**src/design/tsa_pkg.sv**
```systemverilog
`timescale 1ns / 1ps
`default_nettype none
// Shared constants, reciprocal multipliers and pipeline control type for the
// timestamp tick adder. No dependencies.

package tsa_pkg;

	// Calendar and clock units
	localparam int TICKS_PER_SEC = 10000;
	localparam int SECS_PER_MIN  = 60;
	localparam int MINS_PER_HOUR = 60;
	localparam int SECS_PER_HOUR = 3600;
	localparam int HOURS_PER_DAY = 24;
	localparam int DAYS_COMMON   = 365;
	localparam int DAYS_LEAP     = 366;

	// Stream word widths
	localparam int IN_W  = 96;
	localparam int OUT_W = 56;

	// Pipeline depth
	localparam int STAGES = 11;

	// Divide by 10000 as a shift by 4 and a divide by 625
	localparam int TICK_SHIFT = 4;
	localparam int TICK_ODD   = TICKS_PER_SEC / 16;
	// Divide by 3600 as a shift by 4 and a divide by 225
	localparam int HOUR_SEC_SHIFT = 4;
	localparam int HOUR_SEC_ODD   = SECS_PER_HOUR / 16;
	// Divide by 24 as a shift by 3 and a divide by 3
	localparam int DAY_SHIFT = 3;
	localparam int DAY_ODD   = HOURS_PER_DAY / 8;
	// Century tests of the leap rule use a divide by 25
	localparam int CENT_ODD = 25;

	// Reciprocals, rounded up, exact over the operand ranges used
	localparam int R625_SH = 38;
	localparam logic [28:0] RECIP_625 =
		29'(((64'd1 << R625_SH) + 64'(TICK_ODD) - 64'd1) / 64'(TICK_ODD));
	localparam int R225_SH = 30;
	localparam logic [22:0] RECIP_225 =
		23'(((64'd1 << R225_SH) + 64'(HOUR_SEC_ODD) - 64'd1) / 64'(HOUR_SEC_ODD));
	localparam int R60_SH = 18;
	localparam logic [12:0] RECIP_60 =
		13'(((64'd1 << R60_SH) + 64'(SECS_PER_MIN) - 64'd1) / 64'(SECS_PER_MIN));
	localparam int R3_SH = 13;
	localparam logic [11:0] RECIP_3 =
		12'(((64'd1 << R3_SH) + 64'(DAY_ODD) - 64'd1) / 64'(DAY_ODD));
	localparam int R25_SH = 17;
	localparam logic [12:0] RECIP_25 =
		13'(((64'd1 << R25_SH) + 64'(CENT_ODD) - 64'd1) / 64'(CENT_ODD));

	// Per-stage load enables and valid flags
	typedef struct packed {
		logic [STAGES-1:0] load;
		logic [STAGES-1:0] valid;
	} pipe_ctrl_t;

endpackage

`default_nettype wire

```
**src/design/tsa_pipe_ctrl.sv**
```systemverilog
`timescale 1ns / 1ps
`default_nettype none
// Valid and load control for the timestamp adder pipeline.
// Depends on tsa_pkg for the stage count and the control struct.

module tsa_pipe_ctrl (
	input  wire logic               clk,
	input  wire logic               arst_n,
	input  wire logic               in_valid,
	input  wire logic               out_ready,
	output logic                    in_ready,
	output tsa_pkg::pipe_ctrl_t     ctrl
);

	logic [tsa_pkg::STAGES-1:0] valid_q;
	logic [tsa_pkg::STAGES-1:0] load;

	// A stage loads when it is empty or its word moves on
	always_comb begin
		load[tsa_pkg::STAGES-1] = !valid_q[tsa_pkg::STAGES-1] || out_ready;
		for (int i = tsa_pkg::STAGES - 2; i >= 0; i--) begin
			load[i] = !valid_q[i] || load[i+1];
		end
	end

	// Advance valid flags with the data
	always_ff @(posedge clk or negedge arst_n) begin
		if (!arst_n) begin
			valid_q <= '0;
		end else begin
			if (load[0]) begin
				valid_q[0] <= in_valid;
			end
			for (int i = 1; i < tsa_pkg::STAGES; i++) begin
				if (load[i]) begin
					valid_q[i] <= valid_q[i-1];
				end
			end
		end
	end

	assign in_ready = load[0];
	assign ctrl     = {load, valid_q};

endmodule

`default_nettype wire

```
**src/design/timestamp_add_ticks.sv**
```systemverilog
`timescale 1ns / 1ps
`default_nettype none
// Throughput: one word per cycle; stalls on the output back up stage by stage
// and empty stages are filled while the output waits.
// Depth comes from the reciprocal divide of the increment by 10000 and the carry chain.
// Reset clears the valid flags only; no words are held after reset.
// Depends on tsa_pkg and tsa_pipe_ctrl.

module timestamp_add_ticks (
	input  wire logic                     clk,
	input  wire logic                     arst_n,
	// s_tdata, lowest bit up: start_year[14], start_day[9], start_hour[5],
	// start_minute[6], start_second[6], start_ticks[14], increment_ticks[39], zero pad[3]
	input  wire logic                     s_tvalid,
	output logic                          s_tready,
	input  wire logic [tsa_pkg::IN_W-1:0] s_tdata,
	// m_tdata, lowest bit up: sum_year[14], sum_day[9], sum_hour[5],
	// sum_minute[6], sum_second[6], sum_ticks[14], zero pad[2]
	output logic                          m_tvalid,
	input  wire logic                     m_tready,
	output logic [tsa_pkg::OUT_W-1:0]     m_tdata
);

	typedef struct packed {
		logic [13:0] year;
		logic [8:0]  day;
		logic [4:0]  hour;
		logic [5:0]  minute;
		logic [5:0]  second;
		logic [13:0] ticks;
	} stamp_t;

	tsa_pkg::pipe_ctrl_t ctrl;

	tsa_pipe_ctrl u_ctrl (
		.clk       (clk),
		.arst_n    (arst_n),
		.in_valid  (s_tvalid),
		.out_ready (m_tready),
		.in_ready  (s_tready),
		.ctrl      (ctrl)
	);

	// Unpack the input word
	stamp_t      in_stamp;
	logic [38:0] in_incr;

	always_comb begin
		in_stamp.year   = s_tdata[13:0];
		in_stamp.day    = s_tdata[22:14];
		in_stamp.hour   = s_tdata[27:23];
		in_stamp.minute = s_tdata[33:28];
		in_stamp.second = s_tdata[39:34];
		in_stamp.ticks  = s_tdata[53:40];
	end
	assign in_incr = s_tdata[92:54];

	// Stage 1: first quotient digit of (increment >> 4) / 625
	stamp_t      stamp_s1;
	logic [45:0] hprod_s1;
	logic [16:0] hi_s1;
	logic [17:0] lo_s1;
	logic [3:0]  nib_s1;

	always_ff @(posedge clk) begin
		if (ctrl.load[0]) begin
			stamp_s1 <= in_stamp;
			hprod_s1 <= 46'(in_incr[38:22]) * 46'(tsa_pkg::RECIP_625);
			hi_s1    <= in_incr[38:22];
			lo_s1    <= in_incr[21:4];
			nib_s1   <= in_incr[3:0];
		end
	end

	// Stage 2: remainder of the first digit, century quotients of the year
	logic [7:0]  q1;
	logic [16:0] rem1_w;
	logic [24:0] y4_prod;
	logic [24:0] y16_prod;

	assign q1       = hprod_s1[45:38];
	assign rem1_w   = hi_s1 - 17'(q1) * 17'(tsa_pkg::TICK_ODD);
	assign y4_prod  = 25'(stamp_s1.year[13:2]) * 25'(tsa_pkg::RECIP_25);
	assign y16_prod = 25'(stamp_s1.year[13:4]) * 25'(tsa_pkg::RECIP_25);

	stamp_t      stamp_s2;
	logic [7:0]  q1_s2;
	logic [27:0] r2_s2;
	logic [3:0]  nib_s2;
	logic [7:0]  c100_s2;
	logic [7:0]  c400_s2;

	always_ff @(posedge clk) begin
		if (ctrl.load[1]) begin
			stamp_s2 <= stamp_s1;
			q1_s2    <= q1;
			r2_s2    <= {rem1_w[9:0], lo_s1};
			nib_s2   <= nib_s1;
			c100_s2  <= y4_prod[24:17];
			c400_s2  <= y16_prod[24:17];
		end
	end

	// Stage 3: second digit product, leap year decision
	logic [11:0] y4_rem;
	logic [11:0] y16_rem;
	logic        leap;

	assign y4_rem  = stamp_s2.year[13:2] - 12'(c100_s2) * 12'(tsa_pkg::CENT_ODD);
	assign y16_rem = 12'(stamp_s2.year[13:4]) - 12'(c400_s2) * 12'(tsa_pkg::CENT_ODD);
	assign leap    = ((stamp_s2.year[1:0] == 2'd0) && (y4_rem != 12'd0))
		|| ((stamp_s2.year[3:0] == 4'd0) && (y16_rem == 12'd0));

	stamp_t      stamp_s3;
	logic [7:0]  q1_s3;
	logic [27:0] r2_s3;
	logic [56:0] lprod_s3;
	logic [3:0]  nib_s3;
	logic        leap_s3;

	always_ff @(posedge clk) begin
		if (ctrl.load[2]) begin
			stamp_s3 <= stamp_s2;
			q1_s3    <= q1_s2;
			r2_s3    <= r2_s2;
			lprod_s3 <= 57'(r2_s2) * 57'(tsa_pkg::RECIP_625);
			nib_s3   <= nib_s2;
			leap_s3  <= leap;
		end
	end

	// Stage 4: whole seconds and leftover ticks of the increment
	logic [17:0] q2;
	logic [27:0] rem2_w;

	assign q2     = lprod_s3[55:38];
	assign rem2_w = r2_s3 - 28'(q2) * 28'(tsa_pkg::TICK_ODD);

	stamp_t      stamp_s4;
	logic        leap_s4;
	logic [25:0] whole_s4;
	logic [13:0] fine_s4;

	always_ff @(posedge clk) begin
		if (ctrl.load[3]) begin
			stamp_s4 <= stamp_s3;
			leap_s4  <= leap_s3;
			whole_s4 <= {q1_s3, q2};
			fine_s4  <= {rem2_w[9:0], nib_s3};
		end
	end

	// Stage 5: hour product of the increment, tick sum and carry
	logic [14:0] tsum;
	logic [1:0]  tcar;
	logic [14:0] tnorm;

	assign tsum = 15'(stamp_s4.ticks) + 15'(fine_s4);

	always_comb begin
		if (tsum >= 15'(2 * tsa_pkg::TICKS_PER_SEC)) begin
			tcar  = 2'd2;
			tnorm = tsum - 15'(2 * tsa_pkg::TICKS_PER_SEC);
		end else if (tsum >= 15'(tsa_pkg::TICKS_PER_SEC)) begin
			tcar  = 2'd1;
			tnorm = tsum - 15'(tsa_pkg::TICKS_PER_SEC);
		end else begin
			tcar  = 2'd0;
			tnorm = tsum;
		end
	end

	stamp_t      stamp_s5;
	logic        leap_s5;
	logic [25:0] whole_s5;
	logic [44:0] hrprod_s5;
	logic [1:0]  tcar_s5;

	always_ff @(posedge clk) begin
		if (ctrl.load[4]) begin
			stamp_s5  <= {stamp_s4.year, stamp_s4.day, stamp_s4.hour, stamp_s4.minute,
				stamp_s4.second, tnorm[13:0]};
			leap_s5   <= leap_s4;
			whole_s5  <= whole_s4;
			hrprod_s5 <= 45'(whole_s4[25:4]) * 45'(tsa_pkg::RECIP_225);
			tcar_s5   <= tcar;
		end
	end

	// Stage 6: hours of the increment and seconds left within the hour
	logic [13:0] ihour;
	logic [25:0] secw;

	assign ihour = hrprod_s5[43:30];
	assign secw  = whole_s5 - 26'(ihour) * 26'(tsa_pkg::SECS_PER_HOUR);

	stamp_t      stamp_s6;
	logic        leap_s6;
	logic [1:0]  tcar_s6;
	logic [13:0] ihour_s6;
	logic [11:0] secw_s6;

	always_ff @(posedge clk) begin
		if (ctrl.load[5]) begin
			stamp_s6 <= stamp_s5;
			leap_s6  <= leap_s5;
			tcar_s6  <= tcar_s5;
			ihour_s6 <= ihour;
			secw_s6  <= secw[11:0];
		end
	end

	// Stage 7: minute product of the seconds left
	stamp_t      stamp_s7;
	logic        leap_s7;
	logic [1:0]  tcar_s7;
	logic [13:0] ihour_s7;
	logic [11:0] secw_s7;
	logic [24:0] mprod_s7;

	always_ff @(posedge clk) begin
		if (ctrl.load[6]) begin
			stamp_s7 <= stamp_s6;
			leap_s7  <= leap_s6;
			tcar_s7  <= tcar_s6;
			ihour_s7 <= ihour_s6;
			secw_s7  <= secw_s6;
			mprod_s7 <= 25'(secw_s6) * 25'(tsa_pkg::RECIP_60);
		end
	end

	// Stage 8: minutes and seconds of the increment
	logic [5:0]  imin;
	logic [11:0] isec_w;

	assign imin   = mprod_s7[23:18];
	assign isec_w = secw_s7 - 12'(imin) * 12'(tsa_pkg::SECS_PER_MIN);

	stamp_t      stamp_s8;
	logic        leap_s8;
	logic [1:0]  tcar_s8;
	logic [13:0] ihour_s8;
	logic [5:0]  imin_s8;
	logic [5:0]  isec_s8;

	always_ff @(posedge clk) begin
		if (ctrl.load[7]) begin
			stamp_s8 <= stamp_s7;
			leap_s8  <= leap_s7;
			tcar_s8  <= tcar_s7;
			ihour_s8 <= ihour_s7;
			imin_s8  <= imin;
			isec_s8  <= isec_w[5:0];
		end
	end

	// Stage 9: add and fold seconds, then minutes
	logic [6:0] ssum;
	logic [1:0] scar;
	logic [6:0] snorm;
	logic [6:0] msum;
	logic [1:0] mcar;
	logic [6:0] mnorm;

	always_comb begin
		ssum = 7'(stamp_s8.second) + 7'(isec_s8) + 7'(tcar_s8);
		if (ssum >= 7'(2 * tsa_pkg::SECS_PER_MIN)) begin
			scar  = 2'd2;
			snorm = ssum - 7'(2 * tsa_pkg::SECS_PER_MIN);
		end else if (ssum >= 7'(tsa_pkg::SECS_PER_MIN)) begin
			scar  = 2'd1;
			snorm = ssum - 7'(tsa_pkg::SECS_PER_MIN);
		end else begin
			scar  = 2'd0;
			snorm = ssum;
		end
		msum = 7'(stamp_s8.minute) + 7'(imin_s8) + 7'(scar);
		if (msum >= 7'(2 * tsa_pkg::MINS_PER_HOUR)) begin
			mcar  = 2'd2;
			mnorm = msum - 7'(2 * tsa_pkg::MINS_PER_HOUR);
		end else if (msum >= 7'(tsa_pkg::MINS_PER_HOUR)) begin
			mcar  = 2'd1;
			mnorm = msum - 7'(tsa_pkg::MINS_PER_HOUR);
		end else begin
			mcar  = 2'd0;
			mnorm = msum;
		end
	end

	stamp_t      stamp_s9;
	logic        leap_s9;
	logic [13:0] ihour_s9;
	logic [1:0]  mcar_s9;

	always_ff @(posedge clk) begin
		if (ctrl.load[8]) begin
			stamp_s9 <= {stamp_s8.year, stamp_s8.day, stamp_s8.hour, mnorm[5:0],
				snorm[5:0], stamp_s8.ticks};
			leap_s9  <= leap_s8;
			ihour_s9 <= ihour_s8;
			mcar_s9  <= mcar;
		end
	end

	// Stage 10: hour sum and its day product
	logic [14:0] hsum;

	assign hsum = 15'(stamp_s9.hour) + 15'(ihour_s9) + 15'(mcar_s9);

	stamp_t      stamp_s10;
	logic        leap_s10;
	logic [14:0] hsum_s10;
	logic [23:0] dprod_s10;

	always_ff @(posedge clk) begin
		if (ctrl.load[9]) begin
			stamp_s10 <= stamp_s9;
			leap_s10  <= leap_s9;
			hsum_s10  <= hsum;
			dprod_s10 <= 24'(hsum[14:tsa_pkg::DAY_SHIFT]) * 24'(tsa_pkg::RECIP_3);
		end
	end

	// Stage 11: fold hours into days, advance the year once if needed
	logic [9:0]  dcar;
	logic [14:0] hrem;
	logic [10:0] dsum;
	logic [10:0] ylen;
	stamp_t      res;

	assign dcar = dprod_s10[22:13];
	assign hrem = hsum_s10 - 15'(dcar) * 15'(tsa_pkg::HOURS_PER_DAY);
	assign dsum = 11'(stamp_s10.day) + 11'(dcar);
	assign ylen = leap_s10 ? 11'(tsa_pkg::DAYS_LEAP) : 11'(tsa_pkg::DAYS_COMMON);

	always_comb begin
		res      = stamp_s10;
		res.hour = hrem[4:0];
		if (dsum > ylen) begin
			res.year = stamp_s10.year + 14'd1;
			res.day  = 9'(dsum - ylen);
		end else begin
			res.day  = dsum[8:0];
		end
	end

	stamp_t stamp_s11;

	always_ff @(posedge clk) begin
		if (ctrl.load[10]) begin
			stamp_s11 <= res;
		end
	end

	// Pack the output word
	assign m_tvalid = ctrl.valid[tsa_pkg::STAGES-1];
	assign m_tdata  = {2'b00, stamp_s11.ticks, stamp_s11.second, stamp_s11.minute,
		stamp_s11.hour, stamp_s11.day, stamp_s11.year};

endmodule

`default_nettype wire

```
**config.mk**
```make
export PLATFORM = sky130hd
export DESIGN_NAME = timestamp_add_ticks
export DESIGN_NICKNAME = d
export VERILOG_FILES = /design/src/design/tsa_pkg.sv /design/src/design/tsa_pipe_ctrl.sv /design/src/design/timestamp_add_ticks.sv
export SDC_FILE = /design/constraint.sdc
export NUM_CORES = 2
export LEC_CHECK = 0
export BUFFER_PORTS_ARGS = -buffer_cell sky130_fd_sc_hd__buf_4
export CAP_MARGIN = 30
export CORE_ASPECT_RATIO = 0.75
export CORE_MARGIN = 2
export CORE_UTILIZATION = 50
export CTS_BUF_LIST = sky130_fd_sc_hd__clkbuf_4 sky130_fd_sc_hd__clkbuf_8 sky130_fd_sc_hd__clkbuf_16
export DETAILED_ROUTE_END_ITERATION = 7
export GPL_ROUTABILITY_DRIVEN = 1
export PLACE_DENSITY = 0.68
export SYNTH_ARGS = -nofsm -noshare
export SYNTH_HDL_FRONTEND = slang
export SYNTH_SLANG_ARGS = --single-unit
export TNS_END_PERCENT = 50
```
**constraint.sdc**
```tcl
create_clock -name clk -period 10.24 [get_ports clk]
set_clock_uncertainty 0.05 [all_clocks]
set_input_delay 0.512 -clock clk [delete_from_list [all_inputs] [get_ports clk]]
set_output_delay 0.512 -clock clk [all_outputs]
set_load 0.05 [all_outputs]
```
==> summary.txt <==
Detailed routing
  • Routed WL per cell: 18.34 um
  • DRC violations left: 0
  • Drt pass-1 iters: 5
  • Final wirelength: 140000 um
  • 1st-iter DRT viols: 2035
  • Via density: about 5.0
  • Via count: ~38000
  • Antenna Nets Post-Route: 0

Global route
  • Initial antenna violation count: 3
  • Largest net degree at the start of global routing: 77
  • Tot GR Track Use: ~20%
  • Global-route wire length before repair: 225300 um
  • Remaining Overflow, GRT: 0
  • Number of global-route vias before repair: ~41000

Yosys
  • Async S/R FF share, synth: under 10%
  • Syn avg cell area: about 13 um^2
  • Sequential area share after synthesis: between 30% and 40%
  • Mapped Area: 70250 um^2
  • Yosys warnings: 0
  • Ys flop type: edfxtp_1
  • Flops & latches, synth: roughly 930
  • Top cells by count, synth: inv_1, ha_1, edfxtp_1
  • Area contributors post-synth: edfxtp_1, fa_1, ha_1
  • Top-count cell post-synth: inv_1
  • Post-synthesis cell type count: 93
  • Post-synth EDFFs: 914
  • Synth area leader: edfxtp_1
  • Post-Synthesis Cells: 5354
  • Synth top area share: about two fifths

Worst setup path
  • Reg2Reg Depth: 21
  • Crit path max fanout: 8
  • CP max-delay cell: edfxtp_1
  • Startpoint types: register
  • Largest delay contributor family on the critical path: adder cells
  • Critical path type: register to register
  • Most frequent cell on the critical path: fa_1
  • Worst Path Arrival: between 8000 and 9000 ps
  • WP buf/inv: 4
  • CP endpoint kind: register
  • Reg2reg start: r2_s2[10]$_DFFE_PP_
  • Reg-to-reg slack, setup: 2170 ps
  • Critical Path Max Stage Delay: about 650 ps
  • Critical Path RT: 10690 ps
  • RR Endpoint: lprod_s3[54]$_DFFE_PP_
  • Critical-path cell list: ha_1, inv_1, fa_1, fa_1, fa_1, inv_1, fa_1, fa_1, inv_1, fa_1, inv_1, ha_1, a211oi_1, o21ai_0, nor2_1, a31oi_1, a211oi_1, o21ai_1, a311o_1, a2111o_1, o311ai_1

STA
  • Final TNS setup: 0 ps
  • Final hold vios: 0
  • FMAX: roughly 120 MHz
  • Worst-margin pin slew: just over 1000 ps
  • Slew margin rel.: around a third
  • Unrepaired setup endpoints after global routing: no
  • Post-layout minimum cycle time: ~8100 ps
  • # setup viols final: 0
  • Max-slew violations: 0
  • Setup WS post-layout: 2171 ps
  • Fin crit share: between 70% and 80%

Layout
  • Layout cell share with drive strength beyond 1: between 6 and 7%
  • Area of the multi-input gates: around 37000 um^2
  • Final Core Density: ~56%
  • Area grow syn2layout: 10.88%
  • FF/Latch Area: approximately 28000 um^2
  • Nets: a little under 8000
  • Filler cells: 11410

Placement
  • Dpl ws: between 2000 and 2500 ps
  • GPL Wtd Cong: between 0.9 and 1
  • Input/output buffers: roughly 150
  • Detailed placement HPWL: around 110000 um

Clock tree
  • CTS buffer count: 90
  • # hold bufs at CTS: roughly 80
  • Worst-path clk slew: approximately 60 ps
  • Clk Latency, worst-skew pair: 700 ps
  • TritonCTS clock tree: done
  • Root buf cell: clkbuf_16
  • CTS Sinks: 925
  • Setup repair bufs after CTS: 0
  • Clk buf depth: 3
  • PostCTS Resize Cnt: 0
  • H-tree depth: 3

Floorplanning
  • Row count: about 120
  • Die Ht: roughly 330 um
  • Core area: 140000 um^2
  • I/O Pins: approximately 160
  • Die width: about 440 um
  • Die area: roughly 140000 um^2
  • Starting Density: roughly half

Status
  • Outcome: finished, final reports clean

Min path
  • Hold EP: hi_s1[3]$_DFFE_PP_
  • Hold depth: 1
  • Min-delay src: s_tdata[79]
  • Worst min path class: input port to register

Flow run
  • Count of max-cap constraint violations: 0
-- state kept, by name (all words and copies together) (netlist names), 14 cells and up --
register and count:
stamp_s1 54, whole_s4 26, ihour_s9 14, stamp_s6 54
fine_s4 14, r2_s2 28, res 26, ihour_s6 14
lo_s1 18, ihour_s8 14, stamp_s7 54, hrprod_s5 14
stamp_s2 54, stamp_s5 54, stamp_s10 23, stamp_s9 54
stamp_s4 54, m_tdata 54, stamp_s3 54, ihour_s7 14
stamp_s8 54, lprod_s3 18
-- how the worst max path moves through the flow --
stage	start	endpoint	slack (ps)	cells past startpoint
floorplan	u_ctrl.valid_q[10]$_DFFE_PN0P_	hi_s1[0]$_DFFE_PP_	80	6
global placement	r2_s2[10]$_DFFE_PP_	lprod_s3[54]$_DFFE_PP_	2280	21
detailed placement	r2_s2[7]$_DFFE_PP_	lprod_s3[54]$_DFFE_PP_	2210	21
CTS	r2_s2[10]$_DFFE_PP_	lprod_s3[54]$_DFFE_PP_	2170	21
global route	r2_s2[10]$_DFFE_PP_	lprod_s3[54]$_DFFE_PP_	1810	21
finish	r2_s2[10]$_DFFE_PP_	lprod_s3[54]$_DFFE_PP_	2170	21
-- through the flow --
step	cells	hold slack, ps	area, um^2
final	7635	91.79	77890
after global routing	7633	51.19	77880
after CTS	7630	20.80	77810
after detailed placement	7390	331.3	73920
after global placement	7388	319.8	73880
after floorplan	5355	166.4	70250
-- cells in the final DEF, fill, tap and decap left out, types with 11 or more instances in the layout --
| cell type | n |
|---|---|
| bufinv_16 | 12 |
| nor3_1 | 33 |
| inv_1 | 1412 |
| ha_1 | 1094 |
| fa_1 | 802 |
| xnor2_1 | 146 |
| or3_1 | 11 |
| a21o_1 | 79 |
| xor2_1 | 76 |
| nand2_1 | 66 |
| nand4_1 | 23 |
| clkinv_2 | 14 |
| o21ai_0 | 70 |
| o211ai_1 | 13 |
| dlygate4sd3_1 | 78 |
| o21bai_1 | 19 |
| clkbuf_16 | 91 |
| a21oi_1 | 137 |
| o21a_1 | 22 |
| a31oi_1 | 16 |
| and3_1 | 17 |
| buf_4 | 169 |
| nand3_1 | 53 |
| edfxtp_1 | 914 |
| nor2b_1 | 23 |
| nand2b_1 | 30 |
| or2_2 | 12 |
| clkinv_1 | 12 |
| dfrtp_1 | 11 |
| nor2_1 | 78 |
| a211oi_1 | 17 |
-- final cells by class --
class                      instances  share of cell area (%)
antenna                            2                0.006426
clock buffer                     102                   3.038
clock inverter                    60                  0.9510
inverter                        1415                   6.824
multi-input combinational       3003                   47.77
sequential                       925                   35.59
tap                             1875                   3.012
timing repair buffer             253                   2.803
-- metal layers --
metal  vias to the layer above  global-route usage (%)  share of wire [%]
met5                         -                       0                  0
met4                         0                   4.310                1.9
met3                       156                   3.521                5.3
met2                       736                   32.16                 46
met1                     19136                   29.50                 47
li1                      18354                       -                  -
-- logic make-up (layout without fill, tap and decap cells) --
logic type      after synthesis  count (layout)  synth area share, %
other cells                   1               4             0.005338
xor+xnor                    223             223                2.807
fa+ha+maj                  1896            1896                42.34
flops                       925             925                39.46
buf+inv                    1427            1830                7.655
simple gates                403             403                3.010
compound gates              468             468                4.553
mux                          11              11               0.1639
Power is left out: the tool's default activity adds up to more than one toggle a clock period on the data nets, which glitch-free logic cannot reach.
